[src/rtl/tcw_pkg.sv]
// Shared types and constants for the text console writer.
// Used by the controller, the datapath and the top level; depends on nothing.
package tcw_pkg;

   localparam int IDX_W = 11;
   localparam int POS_W = 11;

   localparam logic [1:0] FUNC_WRITE = 2'd0;
   localparam logic [1:0] FUNC_CLEAR = 2'd1;
   localparam logic [1:0] FUNC_READ  = 2'd2;
   localparam logic [1:0] FUNC_NONE  = 2'd3;

   localparam logic [7:0] CODE_TAB     = 8'd9;
   localparam logic [7:0] CODE_NEWLINE = 8'd10;
   localparam logic [7:0] CODE_RETURN  = 8'd13;
   localparam logic [7:0] CODE_SPACE   = 8'd32;
   localparam logic [7:0] RESET_COLOR  = 8'd7;

   // Commands from the controller to the datapath.
   typedef struct packed {
      logic load_item;
      logic do_write;
      logic do_move;
      logic scroll_start;
      logic scroll_end;
      logic clear_start;
      logic sweep_step;
      logic fill_reset;
      logic read_issue;
      logic load_result;
   } cmd_type;

   // Status from the datapath to the controller.
   typedef struct packed {
      logic req_put;
      logic req_move;
      logic req_clear;
      logic req_read;
      logic adv_scroll;
      logic nl_scroll;
      logic tab_last;
      logic tab_more;
      logic sweep_done;
   } status_type;

endpackage

[src/rtl/tcw_ctrl.sv]
// Controller state machine of the text console writer.
// Depends on tcw_pkg for the command and status structs.
module tcw_ctrl
   import tcw_pkg::*;
(
   input  logic       clock,
   input  logic       reset,
   input  logic       req_tvalid,
   output logic       req_tready,
   output logic       rsp_tvalid,
   input  logic       rsp_tready,
   input  status_type status,
   output cmd_type    cmd
);

   localparam logic [3:0] S_INIT   = 4'd0;
   localparam logic [3:0] S_IDLE   = 4'd1;
   localparam logic [3:0] S_WRITE  = 4'd2;
   localparam logic [3:0] S_MOVE   = 4'd3;
   localparam logic [3:0] S_SCROLL = 4'd4;
   localparam logic [3:0] S_CLEAR  = 4'd5;
   localparam logic [3:0] S_READ   = 4'd6;
   localparam logic [3:0] S_RDATA  = 4'd7;
   localparam logic [3:0] S_RESP   = 4'd8;

   logic [3:0] state_ff, state_in;
   logic       rsp_valid_ff, rsp_valid_in;
   logic       done;
   logic       out_free;

   assign out_free   = !rsp_valid_ff || rsp_tready;
   assign rsp_tvalid = rsp_valid_ff;
   assign req_tready = (state_ff == S_IDLE);

   always_comb begin
      cmd          = '0;
      state_in     = state_ff;
      rsp_valid_in = rsp_valid_ff && !rsp_tready;
      done         = 1'b0;
      unique case (state_ff)
         S_INIT: begin
            // Power-on clearing pass over the whole grid.
            cmd.sweep_step = 1'b1;
            cmd.fill_reset = 1'b1;
            if (status.sweep_done) begin
               state_in = S_IDLE;
            end
         end
         S_IDLE: begin
            if (req_tvalid) begin
               cmd.load_item = 1'b1;
               priority if (status.req_put) begin
                  state_in = S_WRITE;
               end else if (status.req_clear) begin
                  cmd.clear_start = 1'b1;
                  state_in = S_CLEAR;
               end else if (status.req_read) begin
                  state_in = S_READ;
               end else if (status.req_move) begin
                  state_in = S_MOVE;
               end
            end
         end
         S_WRITE: begin
            cmd.do_write = 1'b1;
            if (status.adv_scroll) begin
               cmd.scroll_start = 1'b1;
               state_in = S_SCROLL;
            end else if (status.tab_last) begin
               done = 1'b1;
            end
         end
         S_MOVE: begin
            cmd.do_move = 1'b1;
            if (status.nl_scroll) begin
               cmd.scroll_start = 1'b1;
               state_in = S_SCROLL;
            end else begin
               done = 1'b1;
            end
         end
         S_SCROLL: begin
            cmd.sweep_step = 1'b1;
            if (status.sweep_done) begin
               cmd.scroll_end = 1'b1;
               if (status.tab_more) begin
                  state_in = S_WRITE;
               end else begin
                  done = 1'b1;
               end
            end
         end
         S_CLEAR: begin
            cmd.sweep_step = 1'b1;
            if (status.sweep_done) begin
               done = 1'b1;
            end
         end
         S_READ: begin
            cmd.read_issue = 1'b1;
            state_in = S_RDATA;
         end
         S_RDATA: begin
            done = 1'b1;
         end
         S_RESP: begin
            done = 1'b1;
         end
         default: begin
            state_in = S_IDLE;
         end
      endcase
      // The result goes to the output register as soon as it is free.
      if (done) begin
         if (out_free) begin
            cmd.load_result = 1'b1;
            rsp_valid_in    = 1'b1;
            state_in        = S_IDLE;
         end else begin
            state_in = S_RESP;
         end
      end
   end

   always_ff @(posedge clock) begin
      if (reset) begin
         state_ff     <= S_INIT;
         rsp_valid_ff <= 1'b0;
      end else begin
         state_ff     <= state_in;
         rsp_valid_ff <= rsp_valid_in;
      end
   end

endmodule

[config.mk]
export PLATFORM = sky130hd
export DESIGN_NAME = tcw_ctrl
export DESIGN_NICKNAME = d
export VERILOG_FILES = /design/src/rtl/tcw_pkg.sv /design/src/rtl/tcw_ctrl.sv
export SDC_FILE = /design/constraint.sdc
export NUM_CORES = 1
export LEC_CHECK = 0
export BUFFER_PORTS_ARGS = -buffer_cell sky130_fd_sc_hd__buf_2
export CELL_PAD_IN_SITES_DETAIL_PLACEMENT = 1
export CELL_PAD_IN_SITES_GLOBAL_PLACEMENT = 2
export CORE_UTILIZATION = 20
export CTS_BUF_LIST = sky130_fd_sc_hd__clkbuf_4 sky130_fd_sc_hd__clkbuf_8 sky130_fd_sc_hd__clkbuf_16
export DETAILED_ROUTE_END_ITERATION = 8
export PLACE_DENSITY_LB_ADDON = 0.1
export SLEW_MARGIN = 20
export SYNTH_ARGS = -nofsm -noshare
export SYNTH_HDL_FRONTEND = slang
export SYNTH_SLANG_ARGS = --single-unit
[constraint.sdc]
create_clock -name clock -period 1.5 [get_ports clock]
set_input_delay 0.15 -clock clock [delete_from_list [all_inputs] [get_ports clock]]
set_output_delay 0.15 -clock clock [all_outputs]
set_load 0.005 [all_outputs]
==> results of run 1 <==
[routing by layer]
metal | vias up | GRT usage | share of wire | routed length, um
met5 | - | 0 | 0 | 0
met4 | 0 | 0.0676 | 0.0031 | 6
met3 | 2 | 0.0117 | 0.029 | 56
met2 | 13 | 0.269 | 0.54 | 1040
met1 | 317 | 0.179 | 0.43 | 822
li1 | 345 | - | - | -
[cell usage after synthesis (all sizes together) (2+ instances only)]
master | count | area, um^2
nand2b | 4 | 25.0
and3 | 2 | 12.5
dfxtp | 5 | 100
buf | 4 | 25.0
nor4b | 2 | 30.0
nor2 | 7 | 26.3
nor3 | 4 | 20.0
a21oi | 3 | 18.8
nand2 | 3 | 11.3
mux2i | 3 | 30.0
inv | 6 | 22.5
nand3 | 3 | 15.0
nand3b | 2 | 15.0
a2111o | 2 | 22.5
[cells by family after synthesis]
kind of cell           after synthesis  synth area share
AND/OR/NAND/NOR                     34             0.417
AO/OA/AOI/OAI                       13             0.226
buffers and inverters               10            0.0955
flip-flops                           5             0.201
multiplexers                         3            0.0603
[state kept, by name, indices dropped and copies added, names as in the netlist]
signal / flops
rsp_tvalid: 1
state_ff: 4
[per-stage QoR]
stage	setup TNS, ps	hold slack [ps]	util	area [um^2]	setup slack, ps
detailed placement	-123	383	0.325	741	-56.5
CTS	-376	119	0.397	903	-128
finish	-436	139	0.437	993	-140
floorplan	0	212	-	498	88.0
global route	-997	148	0.437	993	-216
global placement	-184	382	0.325	741	-101
[worst max-delay path by stage]
stage	to	cells past startpoint
finish	cmd[0]	7
global route	cmd[0]	7
CTS	cmd[0]	7
detailed placement	state_ff[0]	5
global placement	state_ff[0]	5
floorplan	state_ff[2]	6
[repair_timing]
| item | CTS | global route |
|---|---|---|
| setup buffers | 8 | 5 |
| pin swaps | 11 | 9 |
| gates resized for setup | 21 | 14 |
| endpoints found under the hold margin | 0 | 0 |
| setup endpoints to repair | 10 | 11 |
[report_power, final]
group	switching, W	internal, W	total [W]
logic	0.000460	0.000685	0.00114
registers	0.0000761	0.000182	0.000258
clock network	0.0000546	0.000119	0.000173
[layout make-up]
class / count / area, um^2
multi-input cells: 50 / 433
well taps: 28 / 35.0
inverters: 6 / 25.0
clock buffers: 4 / 30.0
flip-flops and latches: 5 / 115
repair buffers: 52 / 355
fillers: 296 / 1280
==> impl_metrics.py, run 1 <==
metrics = {
    "global_route": {
        "grt_usage": 0.150,
        "grt_max_degree": 10,
        "antenna_found_initial": 0,
        "overflow": 0,
        "grt_pass1_vias": 685,
        "grt_pass1_wl_mm": 3.00,
    },
    "clocking": {
        "cts_root_buf": "clkbuf_4",
        "worstSkewPairLatency_ps": 240,
        "hold_buffers": 0,
        "cts_sinks": 5,
        "cts_made_buffers": 3,
        "path_clk_slew_ps": 40,
        "cts_tree": "done",
        "ctsHtreeMaxLevel": 1,
        "cts_buffer_depth": 2,
    },
    "synth": {
        "synth_nets": 78,
        "ys.flop_type": "dfxtp_1",
        "async_flop_share": 0,
        "ys_types": 32,
        "netlist_instances": 65,
        "ys_warn_count": 0,
        "ys_seq_elements": 5,
        "synth_edf_count": 0,
        "yosysSeqAreaShare": 0.201,
        "syn_area_per_cell_um2": 7.66,
        "netlist_area_um2": 498,
    },
    "floorplan": {
        "core_mm2": 0.00228,
        "rows": 17,
        "die_y_um": 51.9,
        "dieArea_mm2": 0.00269,
        "io_pins": 25,
        "die_w_um": 51.9,
        "start_util": 0.219,
    },
    "final_layout": {
        "layout_common_cells": "23 x buf_2, 23 x buf_4, 6 x buf_6",
        "nets": 131,
        "drive_above_1_share": 0.701,
        "antenna_cells": 0,
        "area.growth.synth_to_final_pct": 99.5,
        "fin_cells": 145,
    },
    "detailed_routing": {
        "drt_wl_total_mm": 1.93,
        "drt-vias-per-instance": 4.67,
        "avgRoutedWirePerCell_um": 13.3,
        "via_count": 677,
        "drtPass1Iterations": 2,
        "ant_nets": 0,
        "drc": 0,
        "dr.first_iter.drc_count": 4,
    },
    "timing": {
        "fmax_mhz": 610,
        "post-route-min-period_ps": 1640,
        "rsz0062_at_grt": "true",
        "timing.clock.skew_ps": 0.268,
        "fin_ws_ps": -140,
        "finalHoldViolCount": 0,
        "maxSlewHeadroom": 0.788,
        "slew_violations": 0,
        "post-route-period-util": 1.09,
        "worstMarginPinSlew_ps": 318,
        "setup_viol": 6,
    },
    "critical_path": {
        "cp_top_family": "simple AND/OR/NAND/NOR gates",
        "rr_worst_depth": 6,
        "worstPathRequired_ps": 1350,
        "slowest_stage": "dfxtp_4",
        "critPathMaxFanout": 5,
        "r2r-end": "state_ff[0]",
        "path_buf_inv": 3,
        "cp_slowest_stage_delay_ps": 360,
        "ff2ff_setup_slack_ps": -70,
        "cp-startpoint": "state_ff[0]",
        "worstPathArrival_ps": 1490,
        "cp-end-kind": "primary output",
        "path_cells": "buf_6, nor4b_4, nand3b_1, nand3_2, nand2_2, inv_1, buf_2",
        "start_kind": "flop",
        "crit_type": "reg2out",
        "timing.rr.start": "state_ff[1]",
    },
    "min_path": {
        "worstHoldPathType": "in2reg",
        "whs_path_depth": 2,
        "min_from": "reset",
        "hold_end": "state_ff[0]",
    },
    "job": {
        "max_cap_violations": 0,
    },
    "place": {
        "gp_congestion": 0.732,
        "port-buffer-count": 24,
        "hpwl_mm": 1.33,
        "dp.cells": 128,
    },
    "outcome": {
        "status": "finished, violations left",
        "violations": "setup timing",
    },
    "pwr": {
        "p_per_area_mw_per_mm2": 1590,
        "total_power_w": 0.00158,
        "irDropWorstVdd_mv": 0.758,
        "p_leak_nw": 0.485,
    },
}
No activity file was read; power rests on OpenSTA's default activity.
==> inputs of run 2 (changes only) <==
Settings changed: SETUP_SLACK_MARGIN set to 0.5, SLEW_MARGIN 20 to not set.
==> run 2 against run 1 <==
- the run still ends with setup timing left
- setup slack better by 7.6 ps
- largest power group unchanged
- worst hold slack got worse by 13 ps
- critical path type unchanged
- clock power is 5% higher
==> impl_metrics.py, run 2 (same netlist as run 1, synthesis figures left out) <==
metrics = {
    "timing": {
        "timing.hold.ws_ps": 127,
        "fin_ws_ps": -132,
        "post-route-min-period_ps": 1630,
        "post-route-period-util": 1.09,
        "maxSlewHeadroom": 0.811,
        "slew_violations": 0,
        "worstMarginPinSlew_ps": 281,
        "fmax_mhz": 613,
        "timing.clock.skew_ps": 9.66,
        "rsz0062_at_grt": "true",
        "finalHoldViolCount": 0,
        "setup_viol": 8,
        "setup-tns-final_ps": -499,
    },
    "detailed_routing": {
        "routed-wl-met3_um": 78,
        "avgRoutedWirePerCell_um": 12.3,
        "drtPass1Iterations": 4,
        "met1_length_um": 800,
        "dr_wl_met2_um": 780,
        "routed.top_layer": "met4",
        "drt-vias-per-instance": 4.77,
        "via_count": 654,
        "dr.first_iter.drc_count": 5,
        "drt_wl_total_mm": 1.68,
        "drc": 0,
        "ant_nets": 0,
    },
    "outcome": {
        "status": "finished, violations left",
        "violations": "setup timing",
    },
    "critical_path": {
        "crit_type": "reg2out",
        "cp.depth": 5,
        "cp_slowest_stage_delay_ps": 380,
        "rr_worst_depth": 7,
        "critPathMaxFanout": 8,
        "cp_top_family": "simple AND/OR/NAND/NOR gates",
        "path_buf_inv": 2,
        "worstPathArrival_ps": 1480,
        "cp-end-kind": "primary output",
        "slowest_stage": "dfxtp_4",
        "path_cells": "nor4b_4, buf_4, and2_4, and3_1, buf_2",
        "worstPathRequired_ps": 1350,
        "start_kind": "flop",
    },
    "clocking": {
        "cts_root_buf": "clkbuf_4",
        "ctsHtreeMaxLevel": 1,
        "path_clk_slew_ps": 50,
        "worstSkewPairLatency_ps": 250,
        "cts_tree": "done",
        "cts_buffer_depth": 2,
        "cts_made_buffers": 3,
        "cts_sinks": 5,
    },
    "floorplan": {
        "die_y_um": 51.9,
        "start_util": 0.219,
        "die_w_um": 51.9,
        "rows": 17,
        "core_mm2": 0.00228,
        "dieArea_mm2": 0.00269,
        "io_pins": 25,
    },
    "final_layout": {
        "layout_common_cells": "22 x buf_2, 12 x buf_4, 9 x buf_6",
        "top_register": "state_ff",
        "antenna_cells": 0,
        "layout_commonest_cell": "buf_2",
        "nets": 123,
        "largest_reg_flops": 4,
        "fin_cells": 137,
        "drive_above_1_share": 0.670,
        "nFillCells": 268,
        "area.growth.synth_to_final_pct": 89.4,
    },
    "global_route": {
        "grt_usage": 0.135,
        "grt_pass1_vias": 586,
        "grt_pass1_wl_mm": 2.66,
        "grt_max_degree": 10,
        "antenna_found_initial": 0,
        "overflow": 0,
    },
    "place": {
        "gp_congestion": 0.651,
        "hpwl_mm": 1.27,
        "dp.cells": 124,
        "port-buffer-count": 24,
    },
    "pwr": {
        "switchingPower_w": 0.000566,
        "p_comb_frac": 0.704,
        "irDropWorstVdd_mv": 0.999,
        "p_per_area_mw_per_mm2": 1580,
        "swShare": 0.381,
        "intPower_w": 0.000921,
        "p_leak_nw": 0.459,
        "clkPwrFrac": 0.121,
        "seq_power_share": 0.175,
    },
    "min_path": {
        "whs_path_depth": 2,
        "worstHoldPathType": "in2reg",
    },
    "job": {
        "max_cap_violations": 0,
    },
}
==> run 2: cell count changes in the layout (fill, tap and decap cells not counted), sizes merged <==
cell    previous run  this run
clkbuf             4         5
buf               52        43
==> run 2: path summary, 6_finish.rpt <==
path               start          end  slack (ps)
min reg2reg   rsp_tvalid  state_ff[3]         510
min                reset  state_ff[0]         130
max reg2reg  state_ff[1]  state_ff[0]        -120
max          state_ff[1]       cmd[4]        -130
==> run 2: cell type report <==
cell class / count / area [um^2] / share of cell area
timing repair buffer: 44 / 307 / 0.325
inverter: 6 / 25.0 / 0.0265
multi-input combinational: 50 / 432 / 0.458
clock buffer: 4 / 30.0 / 0.0318
tap: 28 / 35.0 / 0.0371
sequential: 5 / 115 / 0.122
==> run 2: per-layer routing <==
layer / global-route usage / up-vias
met5: 0 / -
met4: 0.0405 / 0
met3: 0.0351 / 5
met2: 0.218 / 17
met1: 0.175 / 301
li1: - / 331
==> run 2: per-stage QoR <==
| step | setup slack, ps | instance area [um^2] | power, W | utilization |
|---|---|---|---|---|
| floorplan | 118 | 529 | 0.000720 | - |
| global placement | -135 | 726 | 0.00101 | 0.319 |
| detailed placement | -103 | 726 | 0.00101 | 0.319 |
| CTS | -137 | 855 | 0.00135 | 0.375 |
| global route | -211 | 943 | 0.00160 | 0.415 |
| finish | -132 | 943 | 0.00149 | 0.415 |
==> run 2: what timing repair did <==
action | 4_1_cts | 5_1_grt
gates resized for setup | 16 | 16
setup endpoints to repair | 16 | 16
hold buffers | 0 | 0
pin swaps | 8 | 7
setup buffers | 5 | 4
==> run 2: power groups by stage <==
stage / clock [W] / sequential (W) / combinational [W]
after floorplan: 0 / 0.000203 / 0.000517
after global placement: 0 / 0.000245 / 0.000768
after detailed placement: 0 / 0.000241 / 0.000768
after CTS: 0.000186 / 0.000259 / 0.000905
after global routing: 0.000201 / 0.000268 / 0.00114
final: 0.000181 / 0.000260 / 0.00105
